--- src/design/wbps_pkg.sv ---
// Package for the wildcard byte pattern scanner: widths, register codes and
// the structs passed between the configuration block and the match core.
// No dependencies.
`default_nettype none

package wbps_pkg;

    localparam int DEFAULT_PATTERN_BYTES = 16;
    localparam int CFG_PAT_BYTES         = 16;   // pattern positions with register bits
    localparam int ADDR_W                = 48;
    localparam int SEEN_W                = 32;
    localparam int LEN_W                 = 5;
    localparam int CFG_IDX_W             = 3;
    localparam int CFG_DATA_W            = 64;

    localparam logic [CFG_IDX_W-1:0] REG_PAT_LOW  = 3'd0;
    localparam logic [CFG_IDX_W-1:0] REG_PAT_HIGH = 3'd1;
    localparam logic [CFG_IDX_W-1:0] REG_CARE     = 3'd2;
    localparam logic [CFG_IDX_W-1:0] REG_LEN      = 3'd3;
    localparam logic [CFG_IDX_W-1:0] REG_BASE     = 3'd4;

    typedef struct packed {
        logic [8*CFG_PAT_BYTES-1:0] pattern;
        logic [CFG_PAT_BYTES-1:0]   care;
        logic [LEN_W-1:0]           len;
        logic [ADDR_W-1:0]          base;
    } t_cfg;

    typedef struct packed {
        logic              found;
        logic [ADDR_W-1:0] addr;
    } t_res;

endpackage

`default_nettype wire

--- src/design/wbps_cfg.sv ---
// Configuration registers of the wildcard byte pattern scanner.
// Depends on wbps_pkg for register codes and the t_cfg struct.
`default_nettype none

module wbps_cfg (
    input  wire logic                            i_clk,
    input  wire logic                            i_rst_n,
    input  wire logic                            i_cfg_valid,
    output logic                                 o_cfg_ready,
    input  wire logic [wbps_pkg::CFG_IDX_W-1:0]  i_cfg_index,
    input  wire logic [wbps_pkg::CFG_DATA_W-1:0] i_cfg_data,
    output wbps_pkg::t_cfg                       o_cfg
);

    wbps_pkg::t_cfg r_cfg;

    assign o_cfg_ready = 1'b1;
    assign o_cfg       = r_cfg;

    always_ff @(posedge i_clk) begin
        if (!i_rst_n) begin
            r_cfg <= '0;
        end else if (i_cfg_valid) begin
            unique case (i_cfg_index)
                wbps_pkg::REG_PAT_LOW: begin
                    r_cfg.pattern[63:0] <= i_cfg_data;
                end
                wbps_pkg::REG_PAT_HIGH: begin
                    r_cfg.pattern[127:64] <= i_cfg_data;
                end
                wbps_pkg::REG_CARE: begin
                    r_cfg.care <= i_cfg_data[wbps_pkg::CFG_PAT_BYTES-1:0];
                end
                wbps_pkg::REG_LEN: begin
                    r_cfg.len <= i_cfg_data[wbps_pkg::LEN_W-1:0];
                end
                wbps_pkg::REG_BASE: begin
                    r_cfg.base <= i_cfg_data[wbps_pkg::ADDR_W-1:0];
                end
                default: begin
                end
            endcase
        end
    end

endmodule

`default_nettype wire

--- src/design/wbps_match.sv ---
// Match core: byte window, range byte counter, parallel masked compares and
// result formation for one byte per advancing cycle. Depends on wbps_pkg.
`default_nettype none

module wbps_match #(
    parameter int PATTERN_BYTES = wbps_pkg::DEFAULT_PATTERN_BYTES
) (
    input  wire logic           i_clk,
    input  wire logic           i_rst_n,
    input  wire logic           i_adv,
    input  wire logic [7:0]     i_byte,
    input  wire logic           i_last,
    input  wire wbps_pkg::t_cfg i_cfg,
    output logic                o_has_res,
    output wbps_pkg::t_res      o_res
);

    localparam int LW = $clog2(PATTERN_BYTES + 1);
    localparam int CW = (PATTERN_BYTES > wbps_pkg::CFG_PAT_BYTES) ?
                        PATTERN_BYTES : wbps_pkg::CFG_PAT_BYTES;

    logic [7:0]                   r_win [PATTERN_BYTES];
    logic [7:0]                   shifted [PATTERN_BYTES];
    logic [wbps_pkg::SEEN_W-1:0]  r_seen;
    logic                         r_reported;

    logic [CW-1:0]                care_w;
    logic [8*CW-1:0]              pat_w;
    logic [PATTERN_BYTES-1:0]     care_ext;
    logic [8*PATTERN_BYTES-1:0]   pat_ext;
    logic [PATTERN_BYTES:0]       match_len;
    logic [LW-1:0]                len_eff;
    logic                         seen_ok;
    logic                         active;
    logic                         raw_hit;
    logic                         hit;
    logic [wbps_pkg::ADDR_W-1:0]  hit_addr;

    // Positions past the register bits are wildcards.
    assign care_w   = CW'(i_cfg.care);
    assign pat_w    = (8*CW)'(i_cfg.pattern);
    assign care_ext = care_w[PATTERN_BYTES-1:0];
    assign pat_ext  = pat_w[8*PATTERN_BYTES-1:0];

    assign len_eff = (32'(i_cfg.len) > 32'(PATTERN_BYTES)) ?
                     LW'(PATTERN_BYTES) : LW'(i_cfg.len);

    always_comb begin
        shifted[0] = i_byte;
        for (int j = 1; j < PATTERN_BYTES; j++) begin
            shifted[j] = r_win[j-1];
        end
    end

    // One match flag per candidate length; the configured length picks one.
    always_comb begin
        match_len[0] = 1'b1;
        for (int l = 1; l <= PATTERN_BYTES; l++) begin
            match_len[l] = 1'b1;
            for (int k = 0; k < l; k++) begin
                if (care_ext[k] && (shifted[l-1-k] != pat_ext[8*k +: 8])) begin
                    match_len[l] = 1'b0;
                end
            end
        end
    end

    assign seen_ok  = ({1'b0, r_seen} + 33'd1) >= 33'(len_eff);
    assign active   = !r_reported && (r_seen != '1);
    assign raw_hit  = (len_eff == '0) ? (r_seen == '0) : (seen_ok && match_len[len_eff]);
    assign hit      = active && raw_hit;
    assign hit_addr = (len_eff == '0) ? i_cfg.base :
                      (i_cfg.base + wbps_pkg::ADDR_W'(r_seen) + wbps_pkg::ADDR_W'(1)
                       - wbps_pkg::ADDR_W'(len_eff));

    // A match on the last byte suppresses the not-found result.
    assign o_has_res   = hit || (i_last && !r_reported);
    assign o_res.found = hit;
    assign o_res.addr  = hit ? hit_addr : '0;

    always_ff @(posedge i_clk) begin
        if (!i_rst_n) begin
            r_seen     <= '0;
            r_reported <= 1'b0;
            for (int j = 0; j < PATTERN_BYTES; j++) begin
                r_win[j] <= 8'h00;
            end
        end else if (i_adv) begin
            if (i_last) begin
                r_seen     <= '0;
                r_reported <= 1'b0;
                for (int j = 0; j < PATTERN_BYTES; j++) begin
                    r_win[j] <= 8'h00;
                end
            end else begin
                if (active) begin
                    r_seen <= r_seen + 1'b1;
                    for (int j = 0; j < PATTERN_BYTES; j++) begin
                        r_win[j] <= shifted[j];
                    end
                end
                if (hit) begin
                    r_reported <= 1'b1;
                end
            end
        end
    end

    a_last_clears: assert property (@(posedge i_clk) disable iff (!i_rst_n)
        (i_adv && i_last) |=> (r_seen == '0 && !r_reported))
        else $error("range state not cleared after last byte");

    a_reported_holds: assert property (@(posedge i_clk) disable iff (!i_rst_n)
        (i_adv && !i_last && r_reported) |=> (r_reported && $stable(r_seen)))
        else $error("state changed after a reported match");

    a_seen_counts: assert property (@(posedge i_clk) disable iff (!i_rst_n)
        (i_adv && !i_last && active) |=> (r_seen == $past(r_seen) + 1'b1))
        else $error("byte counter did not advance");

endmodule

`default_nettype wire

--- src/design/wildcard_byte_pattern_scan.sv ---
// Wildcard byte pattern scanner, top level: input register, match core,
// configuration registers and result register. Depends on wbps_pkg,
// wbps_cfg and wbps_match.
//
// Usage: bytes of a memory range enter on the s_axis channel, one per
// transfer, with tlast on the final byte. The pattern, care mask, length and
// base address are written on the cfg channel (always ready) between ranges.
// Each range yields one result on m_axis: tuser=1 with the match address in
// tdata for the first complete match, or tuser=0 with zero address when the
// range ends without one. Bytes after a match are dropped until tlast.
// Throughput is one byte per cycle while the receiver keeps up; the window
// compares all run in parallel in the single stage between the input and
// result registers; a byte waits in the first, its result in the second.
// When the receiver stalls, the result register holds and the input register
// keeps one more byte; the s_axis side stalls only once both are full.
// Reset (synchronous, active low) clears the valid flags, the configuration
// registers, the window and the byte counter; no clearing pass follows.
`default_nettype none

module wildcard_byte_pattern_scan #(
    parameter int PATTERN_BYTES = wbps_pkg::DEFAULT_PATTERN_BYTES
) (
    input  wire logic                            i_clk,
    input  wire logic                            i_rst_n,
    input  wire logic                            s_axis_tvalid,
    output logic                                 s_axis_tready,
    input  wire logic [7:0]                      s_axis_tdata,   // [7:0] data_byte
    input  wire logic                            s_axis_tlast,   // last
    output logic                                 m_axis_tvalid,
    input  wire logic                            m_axis_tready,
    output logic [wbps_pkg::ADDR_W-1:0]          m_axis_tdata,   // [47:0] match_address
    output logic                                 m_axis_tuser,   // [0] found
    input  wire logic                            i_cfg_valid,
    output logic                                 o_cfg_ready,
    input  wire logic [wbps_pkg::CFG_IDX_W-1:0]  i_cfg_index,
    input  wire logic [wbps_pkg::CFG_DATA_W-1:0] i_cfg_data
);

    wbps_pkg::t_cfg cfg;
    wbps_pkg::t_res res;
    wbps_pkg::t_res r_out_res;
    logic           has_res;
    logic           adv;
    logic           r_in_valid;
    logic [7:0]     r_in_byte;
    logic           r_in_last;
    logic           r_out_valid;

    assign adv           = r_in_valid && (!r_out_valid || m_axis_tready);
    assign s_axis_tready = !r_in_valid || adv;

    wbps_cfg u_cfg (
        .i_clk       (i_clk),
        .i_rst_n     (i_rst_n),
        .i_cfg_valid (i_cfg_valid),
        .o_cfg_ready (o_cfg_ready),
        .i_cfg_index (i_cfg_index),
        .i_cfg_data  (i_cfg_data),
        .o_cfg       (cfg)
    );

    wbps_match #(
        .PATTERN_BYTES (PATTERN_BYTES)
    ) u_match (
        .i_clk     (i_clk),
        .i_rst_n   (i_rst_n),
        .i_adv     (adv),
        .i_byte    (r_in_byte),
        .i_last    (r_in_last),
        .i_cfg     (cfg),
        .o_has_res (has_res),
        .o_res     (res)
    );

    always_ff @(posedge i_clk) begin
        if (!i_rst_n) begin
            r_in_valid <= 1'b0;
        end else if (s_axis_tready) begin
            r_in_valid <= s_axis_tvalid;
        end
    end

    always_ff @(posedge i_clk) begin
        if (s_axis_tvalid && s_axis_tready) begin
            r_in_byte <= s_axis_tdata;
            r_in_last <= s_axis_tlast;
        end
    end

    always_ff @(posedge i_clk) begin
        if (!i_rst_n) begin
            r_out_valid <= 1'b0;
        end else if (adv && has_res) begin
            r_out_valid <= 1'b1;
        end else if (m_axis_tready) begin
            r_out_valid <= 1'b0;
        end
    end

    // Hold the result until its transfer completes.
    always_ff @(posedge i_clk) begin
        if (adv && has_res) begin
            r_out_res <= res;
        end
    end

    assign m_axis_tvalid = r_out_valid;
    assign m_axis_tdata  = r_out_res.addr;
    assign m_axis_tuser  = r_out_res.found;

    a_stall_blocks: assert property (@(posedge i_clk) disable iff (!i_rst_n)
        (r_in_valid && r_out_valid && !m_axis_tready) |-> !s_axis_tready)
        else $error("input accepted while both stages are full");

    a_result_loads: assert property (@(posedge i_clk) disable iff (!i_rst_n)
        (adv && has_res) |=> r_out_valid)
        else $error("result lost on its way to the output register");

    a_not_found_zero: assert property (@(posedge i_clk) disable iff (!i_rst_n)
        (r_out_valid && !r_out_res.found) |-> (r_out_res.addr == '0))
        else $error("not-found result carries a nonzero address");

endmodule

`default_nettype wire
--- config.mk ---
export PLATFORM = sky130hd
export DESIGN_NAME = wildcard_byte_pattern_scan
export DESIGN_NICKNAME = d
export VERILOG_FILES = /design/src/design/wbps_pkg.sv /design/src/design/wbps_cfg.sv /design/src/design/wbps_match.sv /design/src/design/wildcard_byte_pattern_scan.sv
export SDC_FILE = /design/constraint.sdc
export NUM_CORES = 2
export LEC_CHECK = 0
export BUFFER_PORTS_ARGS = -buffer_cell sky130_fd_sc_hd__buf_2
export CAP_MARGIN = 30
export CORE_ASPECT_RATIO = 1.2
export CORE_MARGIN = 2
export CORE_UTILIZATION = 50
export CTS_CLUSTER_SIZE = 24
export DETAILED_ROUTE_END_ITERATION = 8
export PLACE_DENSITY_LB_ADDON = 0.1
export SYNTH_ARGS = -nofsm -noshare
export SYNTH_HDL_FRONTEND = slang
export SYNTH_HIERARCHICAL = 1
export SYNTH_SLANG_ARGS = --single-unit
--- constraint.sdc ---
create_clock -name i_clk -period 10.6 [get_ports i_clk]
set_input_delay 1.59 -clock i_clk [delete_from_list [all_inputs] [get_ports i_clk]]
set_output_delay 1.59 -clock i_clk [all_outputs]
set_load 0.01 [all_outputs]
; ---- Word-level counts from Yosys, hierarchy flattened
; Memories as Yosys holds them, arrays and structs flattened.
; Index checks and enable logic that the tools add are counted.
[classes]
add_sub_neg = 5
order_cmp = 3
n_eq_ne = 141
n_mux = 189
bitwise_logic = 32
n_reduce_logical = 162
[ops]
columns = op, n
row1 = $ne 8x8->1, 136
row2 = $mux 8, 32
row3 = $mux 1, 152
row4 = $logic_and 1x1->1, 143
row5 = $mux 32, 2
row6 = $add 48x1->48 const B, 1
row7 = $add 48x32->48, 1
row8 = $mux 48, 1
row9 = $sub 48x5->48, 1
row10 = $add 32x1->33 const B, 1
row11 = $ge 33x5->1, 1
row12 = $add 32x1->32 const B, 1
row13 = $logic_not 32->1, 1
row14 = $ne 32x32->1 const B, 1
row15 = $or 1x1->1, 32
row16 = $reduce_and 2->1, 7
row17 = $eq 3x2->1 const B, 2
row18 = $lt 5x6->1 const B, 1
row19 = $reduce_bool 2->1, 3
row20 = $bmux 1 s5, 1
row21 = $gt 5x5->1 const B, 1
row22 = $logic_not 5->1, 1
row23 = $mux 5, 1
row24 = $eq 3x1->1 const B, 1
row25 = 4 further kinds, 8
[totals]
regBits = 290
ram_bits = 128
output_inout_bits = 52
word_cells = 546
memories = 1
[mem_list]
columns = memory, words, word_bits, read_ports, rd_ports_with_merged_regs, wr, line
row1 = u_match.r_win, 16, 8, 15, 0, 16, wbps_match.sv:22  ; logic [7:0] r_win [PATTERN_BYTES];

; ---- Longest topological paths before layout
; An unclocked memory read counts as a cell.
[depth]
ltp_word = 27
depth_mapped = 18
depth_no_buf = 18

; ---- Hierarchy
; Netlist, hierarchy kept.
[modules_own_cells]
columns = module, n_inst, cells_per_inst, area_per_inst_um2, seq_area_each_um2
row1 = wbps_match, 1, 3132, 24539.8, 4184.0
row2 = wbps_cfg, 1, 713, 7274.5, 3943.8
row3 = wildcard_byte_pattern_scan, 1, 71, 1854.3, 1781.7

; ---- Worst setup path after synthesis
; Ideal clock, no wire load.
[synth_timing]
kind = register to register
from = register u_match/r_seen[1] (netlist bit)
to = register r_out_res, in the netlist m_axis_tdata[0] (enable)
t_arrival_ns = 4.696
required_time_ns = 10.144
setup_slack_ns = 5.449
path_stages_with_launch = 15
cell_sequence = dfxtp_1 ha_1 nand3_1 nor3_2 and4_1 nand2_1 o2bb2ai_1 a31o_2 nand4b_1 o2111ai_2 nand2_4 buf_6 a21o_1 nand2_1 nor2_1
[synth_via]
elab_chain_len = 7
[synth_lines]
columns = item, line
row1 = "start, declared", wbps_match.sv:24  ; logic [wbps_pkg::SEEN_W-1:0] r_seen;
row2 = "start signal, assigned", wbps_match.sv:97  ; r_seen <= r_seen + 1'b1;
row3 = $add 32x1->33, wbps_match.sv:68  ; assign seen_ok = ({1'b0, r_seen} + 33'd1) >= 33'(len_eff);
row4 = $ge 33x5->1, wbps_match.sv:68
row5 = $logic_and 1x1->1, wbps_match.sv:70  ; assign raw_hit = (len_eff == '0) ? (r_seen == '0) : (seen_ok && match_len[len_eff]);
row6 = $mux 1, wbps_match.sv:70
row7 = $logic_and 1x1->1 *, wbps_match.sv:71  ; assign hit = active && raw_hit;
row8 = net u_match.hit, wbps_match.sv:36  ; logic hit;
row9 = $logic_or 1x1->1 *, wbps_match.sv:77  ; assign o_has_res = hit || (i_last && !r_reported);
row10 = net has_res, wildcard_byte_pattern_scan.sv:42  ; logic has_res;
row11 = $logic_and 1x1->1 *, wildcard_byte_pattern_scan.sv:102  ; if (adv && has_res) begin
row12 = "end signal, assigned", wildcard_byte_pattern_scan.sv:103  ; r_out_res <= res;
row13 = "end, declared", wildcard_byte_pattern_scan.sv:41  ; wbps_pkg::t_res r_out_res;
; The timed path passes the listed nets; every way through them passes the cells marked *.
; A chain may end at the register's enable or synchronous reset.

; ---- Worst setup path in the final report
[layout_timing]
from = register u_cfg.r_cfg, in the netlist u_cfg/o_cfg[52]
to = register r_out_res, in the netlist m_axis_tdata[39], data pin
[layout_via]
elab_chain_len = 7
[layout_lines]
columns = item, line
row1 = "start, declared", wbps_cfg.sv:15  ; wbps_pkg::t_cfg r_cfg;
row2 = $gt 5x5->1, wbps_match.sv:45  ; assign len_eff = (32'(i_cfg.len) > 32'(PATTERN_BYTES)) ?
row3 = $mux 5 *, wbps_match.sv:45
row4 = branches (longest 5 deep; another with $sub 48x5->48), n/a
; Mark *: on every way between the ends. The select of a mux whose other input is x is not followed.

==> Flow_metrics.wiki <==
{| class="wikitable"
! Metric !! Value
|-
| Top Family by Delay on Critical Path || compound AO/OA/AOI/OAI gates
|-
| Mapped Nets || 4085
|-
| Hold violation total from the final report || 0
|-
| Routed wire per std cell || 27.13 um
|-
| Share of the yosys chip area belonging to registers || 29.43%
|-
| Effective utilization at floorplan || 50.34%
|-
| Leading cell type by number of instances after synthesis || sky130_fd_sc_hd__xnor2_1
|-
| Drt pass-1 iters || 5
|-
| Number of setup violations in the final report || 0
|-
| Arrival time of the worst setup path || 5.91 ns
|-
| Antenna Violating Nets Remaining || 0
|-
| Max Cap Violations || 0
|-
| Peak supply drop || 0.0001329 V
|-
| Post-CTS Repair Setup Buffers || 0
|-
| Outcome || completed
|-
| Pin count of the biggest net entering global routing || 210
|-
| Netlist cell types || 81
|-
| Switching power of the nets || 1.379 mW
|-
| Post-synth top area cell || sky130_fd_sc_hd__xnor2_1
|-
| Post-Route Utilization || 54.18%
|-
| First-pass GRT wire length || 186600 um
|-
| Adder-Cell Fraction of Synth Area || 3.382%
|-
| Max Transition Viols Final || 0
|-
| Flip-flop and latch count after synthesis || 410
|-
| Yosys top cell area share || 27.96%
|-
| Horizontal extent of the die || 240.9 um
|-
| Most used DFF post-synth || sky130_fd_sc_hd__dfxtp_1
|-
| Global placement routability congestion || 1.068
|-
| Insertion delay to the later sink of the worst-skew pair || 0.62 ns
|-
| Fraction of the mapped netlist area in simple logic gates || 16.38%
|-
| Internal power consumption || 3.093 mW
|-
| Vias per inst || 6.164
|-
| Number of top-level pins || 133
|-
| Root buffer cell || sky130_fd_sc_hd__clkbuf_16
|-
| Final sum of negative setup slack || 0 ns
|-
| Post-CTS sizing || 0
|-
| Max H-tree Level || 2
|-
| Standard cell core area || 66880 sq um
|-
| Main combinational cell family by area after synthesis || XOR/XNOR gates
|-
| Vias || 29254
|-
| Relative max-transition margin || 26.07%
|-
| RSZ-0062 raised after global routing || false
|-
| Fill cells || 6315
|-
| Tcrit/Tclk final || 52.47%
|-
| Standard cell with the maximum stage delay on the critical path || sky130_fd_sc_hd__a221oi_1
|-
| Hpwl dp || 87980 um
|-
| Post-Synthesis Cells || 3916
|-
| Layout Area Growth over Synthesis || 7.630%
|-
| Antenna violations before repair || 5
|-
| Min-delay worst type || flop to flop
|-
| Fin crit period || 5.562 ns
|-
| Highest net fanout along the worst path || 8
|-
| DRC viols || 0
|-
| Register clock-pin slew on the reported worst setup and hold paths || 0.06 ns
|-
| Start-to-end type of the worst setup path || flop to flop
|-
| CP cell instances || inv_1 > nand2_1 > inv_1 > fa_1 > inv_1 > ha_1 > nor2_1 > o21ai_0 > a221oi_1 > o21ai_1 > a21oi_1 > o31ai_1 > a211oi_1 > xor2_1 > o21ai_0 > and2_1
|-
| Top cell by count, worst path || sky130_fd_sc_hd__inv_1
|-
| Number of nets in the finished design || 3973
|-
| Leakage power summed over all cells || 13.14 nW
|-
| Total power draw || 4.473 mW
|-
| Number of warning messages in the yosys log || 6
|-
| Transition at the pin with the smallest max-transition slack || 1.097 ns
|-
| Logic gate share of total power || 21.8%
|-
| Netlist Area Pre-Place || 33670 sq um
|-
| Count of buffers inserted at the top-level ports || 131
|-
| Compound-Gate Fraction of Synth Area || 7.722%
|-
| Num Clock Sinks || 410
|-
| Maximum frequency from static timing analysis || 0.1798 GHz
|-
| Clock share of power || 37.1%
|-
| Die boundary height || 288.3 um
|-
| Post-Route WL || 128800 um
|-
| GRT Util Overall || 36.36%
|-
| Ranking of synthesized cells by instance count || 1075 x sky130_fd_sc_hd__xnor2_1, 351 x sky130_fd_sc_hd__nand2_1, 311 x sky130_fd_sc_hd__nand4_1, 240 x sky130_fd_sc_hd__dfxtp_1, 233 x sky130_fd_sc_hd__clkbuf_1
|-
| Vias in the first global route || 27577
|-
| # hold bufs at CTS || 0
|-
| Deepest clock path buffer count || 3
|-
| Number of enable flip-flop cells after synthesis || 170
|-
| Top cells by area in the synthesized netlist || sky130_fd_sc_hd__xnor2_1 28%, sky130_fd_sc_hd__edfxtp_1 15%, sky130_fd_sc_hd__dfxtp_1 14%
|-
| Net switching share of the total power || 30.83%
|-
| Fraction of layout instances using a drive strength above 1 || 9.060%
|-
| Setup clock skew after layout || 0.02906 ns
|-
| Area enclosed by the die boundary || 69440 sq um
|-
| Setup ws final || 5.038 ns
|-
| Sum of overflow across all layers after global routing || 0
|-
| Kind of capture point of the worst setup path || flop
|-
| Pwr dens || 123.4 nW/um^2
|-
| Number of placement rows || 104
|-
| Category of the worst setup path launch point || flop
|-
| Iter 0 DRT Violations || 2861
|-
| Buffers plus inverters on the worst setup path || 3
|-
| Data required time at the worst endpoint || 10.95 ns
|-
| Fraction of registers with async set or reset after synthesis || 0%
|-
| Mean post-synth cell area || 8.598 sq um
|-
| Power share of the sequential group || 41.1%
|-
| Number of buffers inserted during clock tree synthesis || 45
|-
| Xor/xnor share of the synthesized area || 29.53%
|-
| Clock tree from TritonCTS || built
|-
| Largest stage delay on the critical path || 0.62 ns
|-
| Multiplexer area fraction after synthesis || 6.366%
|-
| Setup Slack @ Placement || 5.151 ns
|}
==> state kept, by name, summed over array words and instances, names as in the netlist <==
register            count
u_match/r_reported      1
m_axis_tvalid           1
m_axis_tuser            1
u_match/r_win         120
m_axis_tdata           48
u_cfg/o_cfg           197
r_in_byte               8
u_match/r_seen         32
r_in_valid              1
r_in_last               1
==> stage by stage <==
| step | hold WS [ns] | instances | cell area [sq um] |
|---|---|---|---|
| after floorplan | 0.4314 | 3916 | 33670 |
| after global placement | 0.4441 | 4655 | 34630 |
| after detailed placement | 0.4547 | 4656 | 34640 |
| after CTS | 0.4635 | 4740 | 36170 |
| after global routing | 0.4912 | 4742 | 36230 |
| final | 0.4633 | 4746 | 36240 |
==> placed cells by master (no fill, tap or decap), types with 14 or more instances in the layout <==
master	n
sky130_fd_sc_hd__a21o_1	32
sky130_fd_sc_hd__a21oi_1	105
sky130_fd_sc_hd__a31oi_1	14
sky130_fd_sc_hd__and2_1	19
sky130_fd_sc_hd__and3_1	127
sky130_fd_sc_hd__buf_2	130
sky130_fd_sc_hd__buf_4	120
sky130_fd_sc_hd__clkbuf_16	48
sky130_fd_sc_hd__dfxtp_1	240
sky130_fd_sc_hd__edfxtp_1	170
sky130_fd_sc_hd__ha_1	83
sky130_fd_sc_hd__inv_1	161
sky130_fd_sc_hd__mux2i_1	213
sky130_fd_sc_hd__nand2_1	351
sky130_fd_sc_hd__nand3_1	47
sky130_fd_sc_hd__nand4_1	311
sky130_fd_sc_hd__nor2_1	84
sky130_fd_sc_hd__nor3_1	26
sky130_fd_sc_hd__nor4_1	16
sky130_fd_sc_hd__o21ai_0	209
sky130_fd_sc_hd__xnor2_1	1075
sky130_fd_sc_hd__xor2_1	60
==> routing by layer <==
metal	up-vias	share of wire, %	track usage (%)
met4	6	7.6	24.14
met1	14002	38	44.08
met3	562	9.5	8.230
li1	13006	-	-
met5	-	0.030	0
met2	1678	45	57.74
==> worst min-delay path, cell delays in order (launching register included) <==
cell	delay, ns
sky130_fd_sc_hd__dfxtp_1	0.31
sky130_fd_sc_hd__nand2_1	0.05
sky130_fd_sc_hd__mux2i_1	0.05
==> cells by family after synthesis <==
family,after synthesis
mux,214
other cells,1
compound gates,443
fa+ha+maj,88
flops,410
buf+inv,576
xor+xnor,1135
simple gates,1049
==> power groups by stage <==
stage	Clock, mW	Combinational [mW]	Sequential, mW
after floorplan	0	0.761	1.78
after global placement	0	0.946	1.87
after detailed placement	0	0.951	1.87
after CTS	1.68	0.955	1.83
after global routing	1.74	1.05	1.84
final	1.66	0.976	1.84
==> path summary, 6_finish.rpt <==
kind              startpoint               end  slack, ns  cells past startpoint
min reg2reg  u_cfg/o_cfg[68]   u_cfg/o_cfg[68]       0.46                      2
max          u_cfg/o_cfg[52]  m_axis_tdata[39]       5.04                     16
max reg2reg  u_cfg/o_cfg[52]  m_axis_tdata[39]       5.04                     16
min          u_cfg/o_cfg[68]   u_cfg/o_cfg[68]       0.46                      2
==> final cells by class <==
| type | instances | area [sq um] | area share, % |
|---|---|---|---|
| diodes | 4 | 10.01 | 0.02762 |
| clock buffers | 68 | 1346 | 3.715 |
| clock inverters | 16 | 186.4 | 0.5145 |
| inverters | 163 | 611.8 | 1.688 |
| multi-input cells | 2930 | 21400 | 59.07 |
| flip-flops and latches | 410 | 9910 | 27.35 |
| well taps | 901 | 1127 | 3.111 |
| repair buffers | 254 | 1642 | 4.530 |
(Power assumes the default switching activity.)
